===== src/u8fold_pkg.sv =====
// Shared types, constants and the lead-byte classifier for the UTF-8 fold block.
`default_nettype none

package u8fold_pkg;

	// Result status codes
	typedef enum logic [1:0] {
		ST_OK       = 2'd0,
		ST_BAD_LEAD = 2'd1,
		ST_CUT      = 2'd2
	} status_t;

	// Code points that get folded
	localparam logic [15:0] FOLD_LO    = 16'hFF01;
	localparam logic [15:0] FOLD_HI    = 16'hFF5E;
	localparam logic [15:0] FOLD_DELTA = 16'hFEE0;
	localparam logic [15:0] CP_COMMA   = 16'hFF64;
	localparam logic [15:0] CP_TILDE   = 16'h301C;
	localparam logic [7:0]  ASCII_COMMA = 8'h2C;
	localparam logic [7:0]  ASCII_TILDE = 8'h7E;

	// Lead byte class masks
	localparam logic [7:0] LEAD3_MASK = 8'hE0;
	localparam logic [7:0] LEAD4_MASK = 8'hF8;

	// One input transfer
	typedef struct packed {
		logic [7:0] text_byte;
		logic       text_end;
	} text_t;

	// One result transfer
	typedef struct packed {
		logic [7:0] out_byte;
		logic       run_last;
		logic       text_done;
		logic [1:0] status;
	} result_t;

	// Work item handed from front to back: up to four bytes to send
	typedef struct packed {
		logic [3:0][7:0] bytes;
		logic [1:0]      last_idx;
		logic            text_end;
		status_t         status;
	} job_t;

	// Character length announced by a lead byte, 0 when it is no lead
	function automatic logic [2:0] lead_length(input logic [7:0] b);
		logic [2:0] len;
		begin
			if (b[7] == 1'b0) begin
				len = 3'd1;
			end else if ((b & LEAD3_MASK) == 8'hC0) begin
				len = 3'd2;
			end else if ((b & 8'hF0) == LEAD3_MASK) begin
				len = 3'd3;
			end else if ((b & LEAD4_MASK) == 8'hF0) begin
				len = 3'd4;
			end else begin
				len = 3'd0;
			end
			return len;
		end
	endfunction

endpackage

`default_nettype wire


===== src/u8fold_front.sv =====
// Front end: collects characters, decodes and classifies them into jobs.
`default_nettype none

module u8fold_front (
	input  wire logic                clk,
	input  wire logic                arst_n,
	input  wire logic                accept,
	input  wire u8fold_pkg::text_t   text,
	output u8fold_pkg::job_t         job,
	output logic                     job_valid
);

	logic [1:0]      seen_q;
	logic [2:0]      len_q;
	logic [7:0]      bytes_q [3];

	logic [1:0]      seen_d;
	logic [2:0]      len_d;
	logic            store;
	logic [1:0]      store_idx;
	logic [2:0]      lead_len;
	logic [2:0]      seen_inc;
	logic [15:0]     cp;
	logic [15:0]     folded;
	logic [1:0]      last_idx;
	logic [7:0]      b;

	assign b        = text.text_byte;
	assign lead_len = u8fold_pkg::lead_length(b);
	assign seen_inc = {1'b0, seen_q} + 3'd1;
	assign cp       = {bytes_q[0][3:0], bytes_q[1][5:0], b[5:0]};
	assign folded   = cp - u8fold_pkg::FOLD_DELTA;
	assign last_idx = 2'(len_q - 3'd1);

	// Classify the byte against the pending character
	always_comb begin
		seen_d    = seen_q;
		len_d     = len_q;
		store     = 1'b0;
		store_idx = seen_q;
		job_valid = 1'b0;
		job.bytes    = '0;
		job.last_idx = 2'd0;
		job.text_end = text.text_end;
		job.status   = u8fold_pkg::ST_OK;

		if (seen_q == 2'd0) begin
			if (lead_len == 3'd0) begin
				job_valid  = 1'b1;
				job.status = u8fold_pkg::ST_BAD_LEAD;
			end else if (lead_len == 3'd1) begin
				job_valid    = 1'b1;
				job.bytes[0] = b;
			end else begin
				store     = 1'b1;
				store_idx = 2'd0;
				len_d     = lead_len;
				seen_d    = 2'd1;
			end
		end else if (seen_inc >= len_q) begin
			// Character complete: fold or pass the original bytes
			job_valid = 1'b1;
			seen_d    = 2'd0;
			len_d     = 3'd0;
			if (len_q == 3'd3 && cp >= u8fold_pkg::FOLD_LO && cp <= u8fold_pkg::FOLD_HI) begin
				job.bytes[0] = folded[7:0];
			end else if (len_q == 3'd3 && cp == u8fold_pkg::CP_COMMA) begin
				job.bytes[0] = u8fold_pkg::ASCII_COMMA;
			end else if (len_q == 3'd3 && cp == u8fold_pkg::CP_TILDE) begin
				job.bytes[0] = u8fold_pkg::ASCII_TILDE;
			end else begin
				job.bytes[0]        = bytes_q[0];
				job.bytes[1]        = bytes_q[1];
				job.bytes[2]        = bytes_q[2];
				job.bytes[last_idx] = b;
				job.last_idx        = last_idx;
			end
		end else begin
			store  = 1'b1;
			seen_d = seen_inc[1:0];
		end

		// Text ends inside a character: drop it and report
		if (text.text_end && seen_d != 2'd0) begin
			job_valid    = 1'b1;
			job.bytes    = '0;
			job.last_idx = 2'd0;
			job.status   = u8fold_pkg::ST_CUT;
			seen_d       = 2'd0;
			len_d        = 3'd0;
		end
	end

	// Advance character state on each transfer
	always_ff @(posedge clk or negedge arst_n) begin
		if (!arst_n) begin
			seen_q <= 2'd0;
			len_q  <= 3'd0;
		end else if (accept) begin
			seen_q <= seen_d;
			len_q  <= len_d;
		end
	end

	// Hold collected bytes of the pending character
	always_ff @(posedge clk) begin
		if (accept && store) begin
			bytes_q[store_idx] <= b;
		end
	end

endmodule

`default_nettype wire


===== src/u8fold_queue.sv =====
// Short job queue that decouples the front end from the output sequencer.
`default_nettype none

module u8fold_queue #(
	parameter int DEPTH = 4
) (
	input  wire logic              clk,
	input  wire logic              arst_n,
	input  wire logic              push,
	input  wire u8fold_pkg::job_t  push_job,
	input  wire logic              pop,
	output u8fold_pkg::job_t       head,
	output logic                   full,
	output logic                   empty
);

	localparam int AW = (DEPTH > 1) ? $clog2(DEPTH) : 1;
	localparam int CW = $clog2(DEPTH + 1);
	localparam logic [AW-1:0] LAST = AW'(DEPTH - 1);

	u8fold_pkg::job_t  mem_q [DEPTH];
	logic [AW-1:0]     wr_ptr_q;
	logic [AW-1:0]     rd_ptr_q;
	logic [CW-1:0]     count_q;

	assign full  = (count_q == CW'(DEPTH));
	assign empty = (count_q == '0);
	assign head  = mem_q[rd_ptr_q];

	// Store pushed jobs
	always_ff @(posedge clk) begin
		if (push) begin
			mem_q[wr_ptr_q] <= push_job;
		end
	end

	// Advance pointers and occupancy
	always_ff @(posedge clk or negedge arst_n) begin
		if (!arst_n) begin
			wr_ptr_q <= '0;
			rd_ptr_q <= '0;
			count_q  <= '0;
		end else begin
			if (push) begin
				wr_ptr_q <= (wr_ptr_q == LAST) ? '0 : wr_ptr_q + AW'(1);
			end
			if (pop) begin
				rd_ptr_q <= (rd_ptr_q == LAST) ? '0 : rd_ptr_q + AW'(1);
			end
			if (push && !pop) begin
				count_q <= count_q + CW'(1);
			end else if (pop && !push) begin
				count_q <= count_q - CW'(1);
			end
		end
	end

endmodule

`default_nettype wire


===== src/u8fold_back.sv =====
// Back end: sends the bytes of each queued job one transfer at a time.
`default_nettype none

module u8fold_back (
	input  wire logic                clk,
	input  wire logic                arst_n,
	input  wire u8fold_pkg::job_t    head,
	input  wire logic                empty,
	output logic                     pop,
	output logic                     result_valid,
	input  wire logic                result_stall,
	output u8fold_pkg::result_t      result
);

	logic [1:0] idx_q;
	logic       is_last;
	logic       accept;

	assign is_last      = (idx_q == head.last_idx);
	assign result_valid = !empty;
	assign accept       = result_valid && !result_stall;
	assign pop          = accept && is_last;

	// Select the current byte of the head job
	always_comb begin
		result.out_byte  = head.bytes[idx_q];
		result.run_last  = is_last;
		result.text_done = is_last && head.text_end;
		result.status    = head.status;
	end

	// Step through the job, restart on the last byte
	always_ff @(posedge clk or negedge arst_n) begin
		if (!arst_n) begin
			idx_q <= 2'd0;
		end else if (accept) begin
			idx_q <= is_last ? 2'd0 : idx_q + 2'd1;
		end
	end

endmodule

`default_nettype wire


===== src/utf8_fullwidth_to_ascii_folder.sv =====
// Top level of the UTF-8 fullwidth-to-ASCII folder.
//
//   channel  | handshake                  | payload
//   ---------+----------------------------+----------------------------------
//   text     | text_valid / text_stall    | text_byte, text_end
//   result   | result_valid / result_stall| out_byte, run_last, text_done, status
//
// One text byte is taken per cycle while the job queue has room; the front end
// decodes in the same cycle and pushes at most one job per byte.
// The back end sends one result byte per cycle from the queue head while
// result_stall is low; text_stall rises only when the queue is full.
// Reset clears the character state, queue pointers and byte index.
`default_nettype none

module utf8_fullwidth_to_ascii_folder #(
	parameter int QUEUE_DEPTH = 4
) (
	input  wire logic                 clk,
	input  wire logic                 arst_n,
	input  wire logic                 text_valid,
	output logic                      text_stall,
	input  wire u8fold_pkg::text_t    text,
	output logic                      result_valid,
	input  wire logic                 result_stall,
	output u8fold_pkg::result_t       result
);

	u8fold_pkg::job_t  job;
	u8fold_pkg::job_t  head;
	logic              job_valid;
	logic              accept;
	logic              full;
	logic              empty;
	logic              pop;

	assign text_stall = full;
	assign accept     = text_valid && !text_stall;

	u8fold_front u_front (
		.clk       (clk),
		.arst_n    (arst_n),
		.accept    (accept),
		.text      (text),
		.job       (job),
		.job_valid (job_valid)
	);

	u8fold_queue #(
		.DEPTH (QUEUE_DEPTH)
	) u_queue (
		.clk      (clk),
		.arst_n   (arst_n),
		.push     (accept && job_valid),
		.push_job (job),
		.pop      (pop),
		.head     (head),
		.full     (full),
		.empty    (empty)
	);

	u8fold_back u_back (
		.clk          (clk),
		.arst_n       (arst_n),
		.head         (head),
		.empty        (empty),
		.pop          (pop),
		.result_valid (result_valid),
		.result_stall (result_stall),
		.result       (result)
	);

endmodule

`default_nettype wire

===== config.mk =====
export PLATFORM = sky130hd
export DESIGN_NAME = utf8_fullwidth_to_ascii_folder
export DESIGN_NICKNAME = d
export VERILOG_FILES = /design/src/u8fold_pkg.sv /design/src/u8fold_front.sv /design/src/u8fold_queue.sv /design/src/u8fold_back.sv /design/src/utf8_fullwidth_to_ascii_folder.sv
export SDC_FILE = /design/constraint.sdc
export NUM_CORES = 1
export LEC_CHECK = 0
export ABC_AREA = 1
export BUFFER_PORTS_ARGS = -buffer_cell sky130_fd_sc_hd__buf_2
export CORE_AREA = 2 2 122 124
export CTS_CLUSTER_DIAMETER = 50
export DETAILED_ROUTE_END_ITERATION = 12
export DIE_AREA = 0 0 124 126
export PLACE_DENSITY = 0.78
export SLEW_MARGIN = 10
export SYNTH_ARGS = -nofsm -noshare
export SYNTH_HDL_FRONTEND = slang
export SYNTH_SLANG_ARGS = --single-unit

===== constraint.sdc =====
create_clock -name clk -period 5.4 [get_ports clk]
set_clock_uncertainty 0.1 [all_clocks]
set_input_delay 1.08 -clock clk [delete_from_list [all_inputs] [get_ports clk]]
set_output_delay 1.08 -clock clk [all_outputs]
set_load 0.05 [all_outputs]

Word-level counts from Yosys, hierarchy flattened:

Memories as Yosys holds them, arrays and structs flattened.
Cells that the tools add are included.

* register bits: 14
* bits in writable memories: 172
* input bits: 13
* output and inout bits: 14
* logic and storage cells: 120
* memories kept: 2

Memories
* u_queue.mem_q: words 4, bits a word 37, rd ports 1, clocked after memory_dff 0, write ports 1, line u8fold_queue.sv:21 `u8fold_pkg::job_t mem_q [DEPTH];`
* u_front.bytes_q: words 3, bits a word 8, rd ports 3, clocked after memory_dff 0, write ports 1, line u8fold_front.sv:15 `logic [7:0] bytes_q [3];`

* add/subtract/negate cells: 8
* order comparisons: 6
* equality and inequality tests: 13
* muxes and demuxes: 59
* reductions and logical operators: 26

Operators by type and width (number)
* two-way mux 24 bit: 4
* two-way mux 34 bit: 2
* two-way mux 8 bit: 8
* two-way mux 2 bit: 17
* two-way mux 3 bit: 11
* bitwise mux 32 bit: 1
* binary-select mux 8 bit (select 2 bit): 1
* demux 8 bit (select 2 bit): 1
* == test 16 x 14 -> 1 bit (second input constant): 1
* == test 16 bit (second input constant): 1
* greater-or-equal comparator 16 bit (second input constant): 1
* less-or-equal comparator 16 bit (second input constant): 1
* logical AND 1 bit: 14
* two-way mux 1 bit: 14
* subtractor 8 bit (second input constant): 1
* adder 2 x 1 -> 2 bit (second input constant): 3
* == test 3 bit (second input constant): 2
* zero test 3 bit: 2
* < comparator 2 x 3 -> 1 bit (second input constant): 2
* != test 3 bit (second input constant): 2
* == test 5 bit (second input constant): 1
* zero test 1 bit: 5
* == test 2 bit (second input constant): 2
* == test 4 bit (second input constant): 1
* 13 further kinds: 14

Logic depth before layout (Yosys ltp):

Gate-level depths: netlist of the first run.

* depth in word-level cells: 17
* depth in mapped cells: 20
* depth with buffers taken out: 20

Cells and area by module:

A second synthesis of the first run with hierarchy kept.

* cell total of the unflattened synthesis: 882
* area total of the unflattened synthesis: 9183.8 um^2

Modules (own cells, without submodules)
* u8fold_queue: times used 1, cells each 483, area each 6329.8 um^2, sequential area each 4619.4 um^2
* u8fold_front: times used 1, cells each 310, area each 2377.3 um^2, sequential area each 845.8 um^2
* u8fold_back: times used 1, cells each 84, area each 452.9 um^2, sequential area each 50.0 um^2
* utf8_fullwidth_to_ascii_folder: times used 1, cells each 5, area each 23.8 um^2, sequential area each 0.0 um^2

Worst setup path after synthesis of the first run:

Ideal clock, no wire load.

* kind: input port to flip-flop
* from: input text[6] (netlist name)
* to: memory u_queue.mem_q[3][0] (netlist name) (enable)
* library setup time: 0.431 ns
* arrival time: 3.481 ns
* data required time: 4.869 ns
* setup slack: 1.388 ns
* stages: 11
* path buffers: 1
* cell sequence: buf_6 > nand2_2 > o21bai_2 > nand3_1 > nand2_1 > inv_2 > nand2_2 > nand2_4 > nand2_2 > nand2_4 > nor2_1

* longest elaborated chain between the ends: 15
* elaborated cells between the ends (all ways): 21
* those cells by class: 4 x eq/ne; 13 x mux; 4 x reduce/logical

RTL lines
* start, declared: line utf8_fullwidth_to_ascii_folder.sv:22 `input wire u8fold_pkg::text_t text,`
* == test 5 bit: line u8fold_pkg.sv:58 `end else if ((b & LEAD4_MASK) == 8'hF0) begin`
* two-way mux 3 bit: line u8fold_pkg.sv:58
* two-way mux 3 bit: line u8fold_pkg.sv:56 `end else if ((b & 8'hF0) == LEAD3_MASK) begin`
* two-way mux 3 bit *: line u8fold_pkg.sv:54 `end else if ((b & LEAD3_MASK) == 8'hC0) begin`
* two-way mux 3 bit *: line u8fold_pkg.sv:52 `if (b[7] == 1'b0) begin`
* == test 3 x 1 -> 1 bit: line u8fold_front.sv:51 `end else if (lead_len == 3'd1) begin`
* two-way mux 2 bit: line u8fold_front.sv:51
* two-way mux 2 bit: line u8fold_front.sv:48 `if (lead_len == 3'd0) begin`
* two-way mux 2 bit: line u8fold_front.sv:47 `if (seen_q == 2'd0) begin`
* nonzero test 2 bit: line u8fold_front.sv:84 `if (text.text_end && seen_d != 2'd0) begin`
* logical AND 1 bit: line u8fold_front.sv:84
* two-way mux 1 bit *: line u8fold_front.sv:84
* logical AND 1 bit *: line utf8_fullwidth_to_ascii_folder.sv:53 `.push (accept && job_valid),`
* two-way mux 1 bit *: line u8fold_queue.sv:32 `if (push) begin`
* two-way mux 1 bit (not written as such) *: line u8fold_queue.sv:33 `mem_q[wr_ptr_q] <= push_job;`
* end, declared: line u8fold_queue.sv:21

Every way passes the cells marked *; elsewhere a longest branch is shown, timed or not.

==> impl_metrics.toml, run 1 <==
[floorplan]
core_area_um2 = 14310
rows = 44
die_w_um = 124
die_h_um = 126
start_util = 0.6073
num_io_pins = 27
die_area_um2 = 15620

[global_routing]
grt_pass1_wl_mm = 31.64
antenna_found_initial = 0
grt_max_degree = 77
top_usage_layer = "met2"
gr-usage-all-layers = 0.2751
use_met3 = 0.04937
gr-usage-met2 = 0.4405
grt_pass1_vias = 5876
use_met1 = 0.3775
grt-ovfl-total = 0

[route]
vias = 6019
drt-pass1-iter-count = 5
drt-total-wl_mm = 20.12
via_per_inst = 5.989
post_drt_wl_per_cell_um = 20.02
drtAntennaViolNets = 0
drc = 0
first_iter_violations = 677

[power]
irDropWorstVdd_v = 0.0003807
leakage_nw = 3.535
powerDensity_nw_per_um2 = 604.1

[logic_synthesis]
syn_area_um2 = 8693
synth_top_cell_area_share = 0.5941
ys_top_cells_by_area = "edfxtp_1 (59%), nor2_1 (5.3%), o21ai_0 (5.2%)"
synth-simple-area-share = 0.1765
synth_top_family_by_area = "simple AND/OR/NAND/NOR gates"
synth_top_flop_cell = "edfxtp_1"
ys_ff_latch = 186
synth_edf_count = 172
synth_area_leader_cell = "edfxtp_1"
syn_area_per_cell_um2 = 10.99
muxShareOfSynthArea = 0.004606
syn_inst = 791
synthAdderAreaFrac = 0.03109
synth_compound_area_frac = 0.1038
async_flop_share = 0.07527
synth-seq-area-share = 0.6344
syn-num-nets = 825
yosysWarnings = 0
synth_xor_area_frac = 0.006045
ys_types = 43

[sta]
finalCriticalPeriod_ns = 3.949
tightest_slew_ns = 1.137
maxClockFrequency_ghz = 0.2532
fin_tns_setup_ns = 0
relSlewSlack = 0.2412
final-max-slew-violation-count = 0
finalSetupViolCount = 0
fin_crit_sh = 0.7313
rsz0062_at_grt = "false"
hold_viol = 0

[cells_and_area]
final_layout_size_suffix_gt1_frac = 0.1376
nets = 842
n_antenna_cell = 0
fin_area_um2 = 9603
syn_to_final_growth_pct = 10.46

[placed_design]
portBuffers = 26
place_area_um2 = 8979
globalplace.congestion = 0.9342
dpl.hpwl_mm = 12.95

[clock_network]
cts-resized-gates = 0
cts_buffers = 17
cts_setup_buffers = 0
worstSkewPairLatency_ns = 0.43
tritoncts = "yes"
cts_buffer_depth = 2
clock-sinks = 186
clk_pin_slew_worst_paths_ns = 0.07
htree_levels = 4
cts_hold_buf = 0
cts_root_buffer = "clkbuf_16"

[run_status]
status = "finished clean"

[min_path]
min_path_type = "reg -> reg"
hold_depth = 2
whs_endpoint = "u_front.len_q[2]"
min-delay-start = "u_front.len_q[2]"

[critical_path]
r2r-end = "u_queue.mem_q[1][35]"
timing.rr.start = "u_front.seen_q[0]"
crit_type = "reg -> out"
critPathLaunchType = "register"
crit_arrival_ns = 2.77
worst-endpoint-required_ns = 4.22
r2r_slack_ns = 1.75
path_max_fanout = 25
end_kind = "output pin"
rr_worst_depth = 15

[job]
drv_cap = 0
==> state kept, by name, indices dropped and copies added, names as in the netlist <==
signal,flops
u_front.seen_q,2
u_queue.mem_q,148
u_queue.count_q,3
u_queue.rd_ptr_q,2
u_back.idx_q,2
u_front.bytes_q,24
u_queue.wr_ptr_q,2
u_front.len_q,3
==> area by class of cell <==
cell class / instances / area (um^2)
Timing Repair Buffer: 34 / 190.2
Clock buffer: 19 / 432.9
Clock inverter: 13 / 191.4
Sequential cell: 186 / 5517
Multi-Input combinational cell: 513 / 2829
Inverter: 56 / 212.7
Tap cell: 184 / 230.2
Fill cell: 1061 / 4711
==> power by group <==
group,internal [mW],switching (mW)
clock,0.781,0.533
combinational,0.588,1.71
sequential,2.03,0.157
==> cell usage in the layout, fill, tap and decap left out, drive strengths merged, types with 7 or more instances in the layout <==
master and instances:
o211ai 8, o21ai 90, edfxtp 172, clkinv 7
buf 34, inv 56, dfrtp 14, nand3 42
a21oi 14, ha 20, nand2 131, nand4 9
o221ai 25, clkbuf 19, o22ai 11, nor2 138
==> routing by layer <==
layer | wire length [um] | part of all wire | vias up
met5 | 0 | 0 | -
met2 | 9718 | 0.48 | 263
li1 | - | - | 2835
met4 | 487 | 0.024 | 0
met1 | 8327 | 0.41 | 2882
met3 | 1586 | 0.079 | 39
==> synth_stat cells (5+ instances only) <==
library cell and n:
nand3_1 40, o221ai_1 25, clkbuf_1 26, edfxtp_1 172, nor2_1 123, inv_2 9
xor2_1 5, inv_1 43, nor2_4 12, dfrtp_1 14, o22ai_1 11, o211ai_1 8
ha_1 20, a21oi_1 14, nand4_1 8, o21ai_0 90, nand2_2 7, nand2_1 119
==> how the worst max path moves through the flow <==
| stage | from | endpoint | slack (ns) | cells after the start |
|---|---|---|---|---|
| 3_3_place_gp | text[6] | u_queue.mem_q[3][6] | 1.68 | 12 |
| 3_5_place_dp | text[6] | u_queue.mem_q[1][17] | 1.59 | 12 |
| 6_report | u_back.idx_q[0] | result[6] | 1.45 | 5 |
| 2_1_floorplan | text[6] | u_queue.mem_q[3][0] | 1.39 | 11 |
| 5_1_grt | u_back.idx_q[0] | result[6] | 1.28 | 5 |
| 4_1_cts | u_back.idx_q[0] | result[7] | 1.48 | 5 |
==> cells by family (layout without fill, tap and decap cells) <==
kind of cell / count (synthesis) / count (layout)
xor gates and xnor gates: 6 / 6
DFF: 186 / 186
adders and majority gates: 21 / 21
buffers and inverters: 92 / 122
and+or+nand+nor: 330 / 330
AOI/OAI and AO/OA: 152 / 152
muxes: 4 / 4
==> metrics by stage <==
stage	util	cells	setup slack (ns)	hold WS, ns	power [mW]
global placement	0.6273	973	1.677	0.3793	4.392
floorplan	-	791	1.388	0.3622	3.872
CTS	0.6709	1005	1.478	0.4120	5.795
finish	0.6709	1005	1.451	0.4146	5.801
global route	0.6709	1005	1.281	0.4490	6.101
detailed placement	0.6273	973	1.590	0.3933	4.475
==> critical path: stages, from the launching register on <==
cell	delay, ns
dfrtp_1	0.99
inv_1	0.57
o221ai_1	0.23
nand3_1	0.11
nand2_1	0.14
buf_2	0.28
(Power assumes the default switching activity.)
==> inputs of run 2 (changes only) <==
--- a/config.mk
+++ b/config.mk
@@ -5,12 +5,12 @@
 export SDC_FILE = /design/constraint.sdc
 export NUM_CORES = 1
 export LEC_CHECK = 0
-export ABC_AREA = 1
+export ABC_AREA = 0
 export BUFFER_PORTS_ARGS = -buffer_cell sky130_fd_sc_hd__buf_2
-export CORE_AREA = 2 2 122 124
+export CORE_AREA = 2 2 118 120
 export CTS_CLUSTER_DIAMETER = 50
 export DETAILED_ROUTE_END_ITERATION = 12
-export DIE_AREA = 0 0 124 126
+export DIE_AREA = 0 0 120 122
 export PLACE_DENSITY = 0.78
 export SLEW_MARGIN = 10
 export SYNTH_ARGS = -nofsm -noshare
==> constraint.sdc (replaced) <==
create_clock -name clk -period 3.94 [get_ports clk]
set_clock_uncertainty 0.1 [all_clocks]
set_input_delay 0.788 -clock clk [delete_from_list [all_inputs] [get_ports clk]]
set_output_delay 0.788 -clock clk [all_outputs]
set_load 0.05 [all_outputs]
==> run 2 against run 1 <==
Against the previous run:
- highest routed layer unchanged
- hold slack lost 0.25 ns
- largest cell class unchanged
- power grew 22%
- synthesized cell count shrank 41%
==> impl_metrics.toml, run 2 <==
[cells_and_area]
final_common_cell = "edfxtp_1"
fillCellCount = 901
fin_area_um2 = 9004
top_register = "u_queue.mem_q"
largest_register_ffs = 148
fin_cells = 692
nets = 533
final_layout_size_suffix_gt1_frac = 0.2441
final_cell_mix = "edfxtp_1 (172), mux4_2 (45), nor2_1 (29), buf_2 (26)"
top_regs = "u_queue.mem_q x148, u_front.bytes_q x24"
syn_to_final_growth_pct = 10.86
n_antenna_cell = 0

[route]
via_per_inst = 6.129
drt-pass1-iter-count = 5
vias = 4241
post_drt_wl_per_cell_um = 22.11
drtAntennaViolNets = 0
first_iter_violations = 393
drt-total-wl_mm = 15.30
drc = 0

[logic_synthesis]
synth_common_cells = "edfxtp_1 (172), mux4_2 (45), nor2_1 (29), ha_1 (20), nand2_1 (20)"
ys_top_cells_by_area = "edfxtp_1 (64%), mux4_2 (12%), dfrtp_1 (4.3%)"
synth_area_leader_cell = "edfxtp_1"
async_flop_share = 0.07527
yosysWarnings = 0
syn_inst = 465
ys_types = 57
synth_top_cell_area_share = 0.6360
synth_edf_count = 172
synth.most_common_cell = "edfxtp_1"
ys_ff_latch = 186
synth-seq-area-share = 0.6791
synth_top_flop_cell = "edfxtp_1"
syn_area_per_cell_um2 = 17.47
syn_area_um2 = 8122
syn-num-nets = 499

[sta]
final-max-slew-violation-count = 0
fin_hold_ws_ns = 0.1658
hold_viol = 0
rsz0062_at_grt = "false"
tightest_slew_ns = 0.8117
fin_crit_sh = 0.8997
maxClockFrequency_ghz = 0.2821
finalCriticalPeriod_ns = 3.545
relSlewSlack = 0.4589
finalSetupViolCount = 0
fin_tns_setup_ns = 0

[critical_path]
critPathLaunchType = "register"
timing.rr.start = "u_front.seen_q[0]"
worst-endpoint-required_ns = 4.19
r2r_slack_ns = 0.40
crit_arrival_ns = 3.80
r2r-end = "u_queue.count_q[2]"
path_max_fanout = 7
end_kind = "register"
crit_type = "reg -> reg"
rr_worst_depth = 14

[clock_network]
cts_buffers = 17
cts_buffer_depth = 2
cts_hold_buf = 0
clk_pin_slew_worst_paths_ns = 0.06
worstSkewPairLatency_ns = 0.43
tritoncts = "yes"
htree_levels = 4
cts_setup_buffers = 0
cts-resized-gates = 0
clock-sinks = 186
cts_root_buffer = "clkbuf_16"

[power]
powerDensity_nw_per_um2 = 784.3
leakage_nw = 3.097
irDropWorstVdd_v = 0.0003048
power_mw = 7.062

[floorplan]
die_w_um = 120
die_area_um2 = 14640
die_h_um = 122
num_io_pins = 27
start_util = 0.6014
rows = 43
core_area_um2 = 13500

[global_routing]
antenna_found_initial = 0
gr-usage-all-layers = 0.2259
grt_max_degree = 38
grt-ovfl-total = 0
grt_pass1_vias = 4264
grt_pass1_wl_mm = 23.92

[job]
drv_cap = 0

[placed_design]
dp_cells = 660
portBuffers = 26
globalplace.congestion = 0.9118
place_area_um2 = 8466
dpl.hpwl_mm = 10.05

[min_path]
min_path_type = "in -> async"

[run_status]
status = "finished clean"
==> run 2: worst max-delay path by stage <==
stage / slack, ns / start / end / cells past startpoint
6_report: 0.40 / u_front.seen_q[0] / u_queue.count_q[2] / 14
5_1_grt: 0.10 / u_front.seen_q[0] / u_queue.count_q[2] / 14
4_1_cts: 0.41 / u_queue.rd_ptr_q[0] / result[4] / 4
3_5_place_dp: 0.45 / u_front.seen_q[0] / u_queue.count_q[2] / 14
3_3_place_gp: 0.61 / u_front.seen_q[0] / u_queue.count_q[2] / 14
2_1_floorplan: 0.57 / u_front.seen_q[0] / u_queue.mem_q[3][0] / 9
==> run 2: logic make-up after synthesis <==
logic type,after synthesis,share of synthesized area
AOI/OAI and AO/OA,44,0.03836
xor gates and xnor gates,6,0.006470
adders and majority gates,21,0.03328
buffers and inverters,31,0.01602
DFF,186,0.6791
muxes,66,0.1513
and+or+nand+nor,111,0.07549
==> run 2: stage by stage <==
stage / utilization / setup WS (ns)
after global placement: 0.6269 / 0.6090
final: 0.6667 / 0.3953
after global routing: 0.6667 / 0.1027
after floorplan: - / 0.5664
after CTS: 0.6667 / 0.4121
after detailed placement: 0.6269 / 0.4464
==> run 2: cell type report <==
class / instances / area (um^2) / area share
Clock inverter: 13 / 105.1 / 0.01167
Inverter: 12 / 45.04 / 0.005003
Sequential cell: 186 / 5517 / 0.6127
Tap cell: 180 / 225.2 / 0.02501
Clock buffer: 19 / 432.9 / 0.04808
Timing Repair Buffer: 34 / 202.7 / 0.02251
Multi-Input combinational cell: 248 / 2476 / 0.2750
==> run 2: worst max-delay path: stages, from the launching register on <==
cell      delay, ns
dfrtp_1        0.45
inv_1          0.13
ha_1           0.35
ha_1           0.28
nand2_1        0.06
o21ai_0        0.34
nand2b_1       0.21
a21oi_1        0.08
nor2_1         0.32
ha_1           0.26
inv_1          0.07
fa_1           0.38
xor2_1         0.17
nor2_1         0.11
xor2_1         0.15
==> run 2: power by group <==
group / switching, mW / total, mW / leakage, nW / internal (mW)
Sequential: 0.240 / 2.98 / 1.78 / 2.74
Clock: 0.678 / 1.54 / 0.250 / 0.860
Combinational: 1.56 / 2.54 / 1.07 / 0.986
Total: 2.48 / 7.06 / 3.10 / 4.59
==> run 2: routing by layer <==
metal  wire [um]  global-route usage  vias up
li1            -                   -     1914
met1        6769              0.3167     2172
met2        7572              0.3572      139
met3         782             0.04963       16
met4         175             0.07794        0
met5           0                   0        -
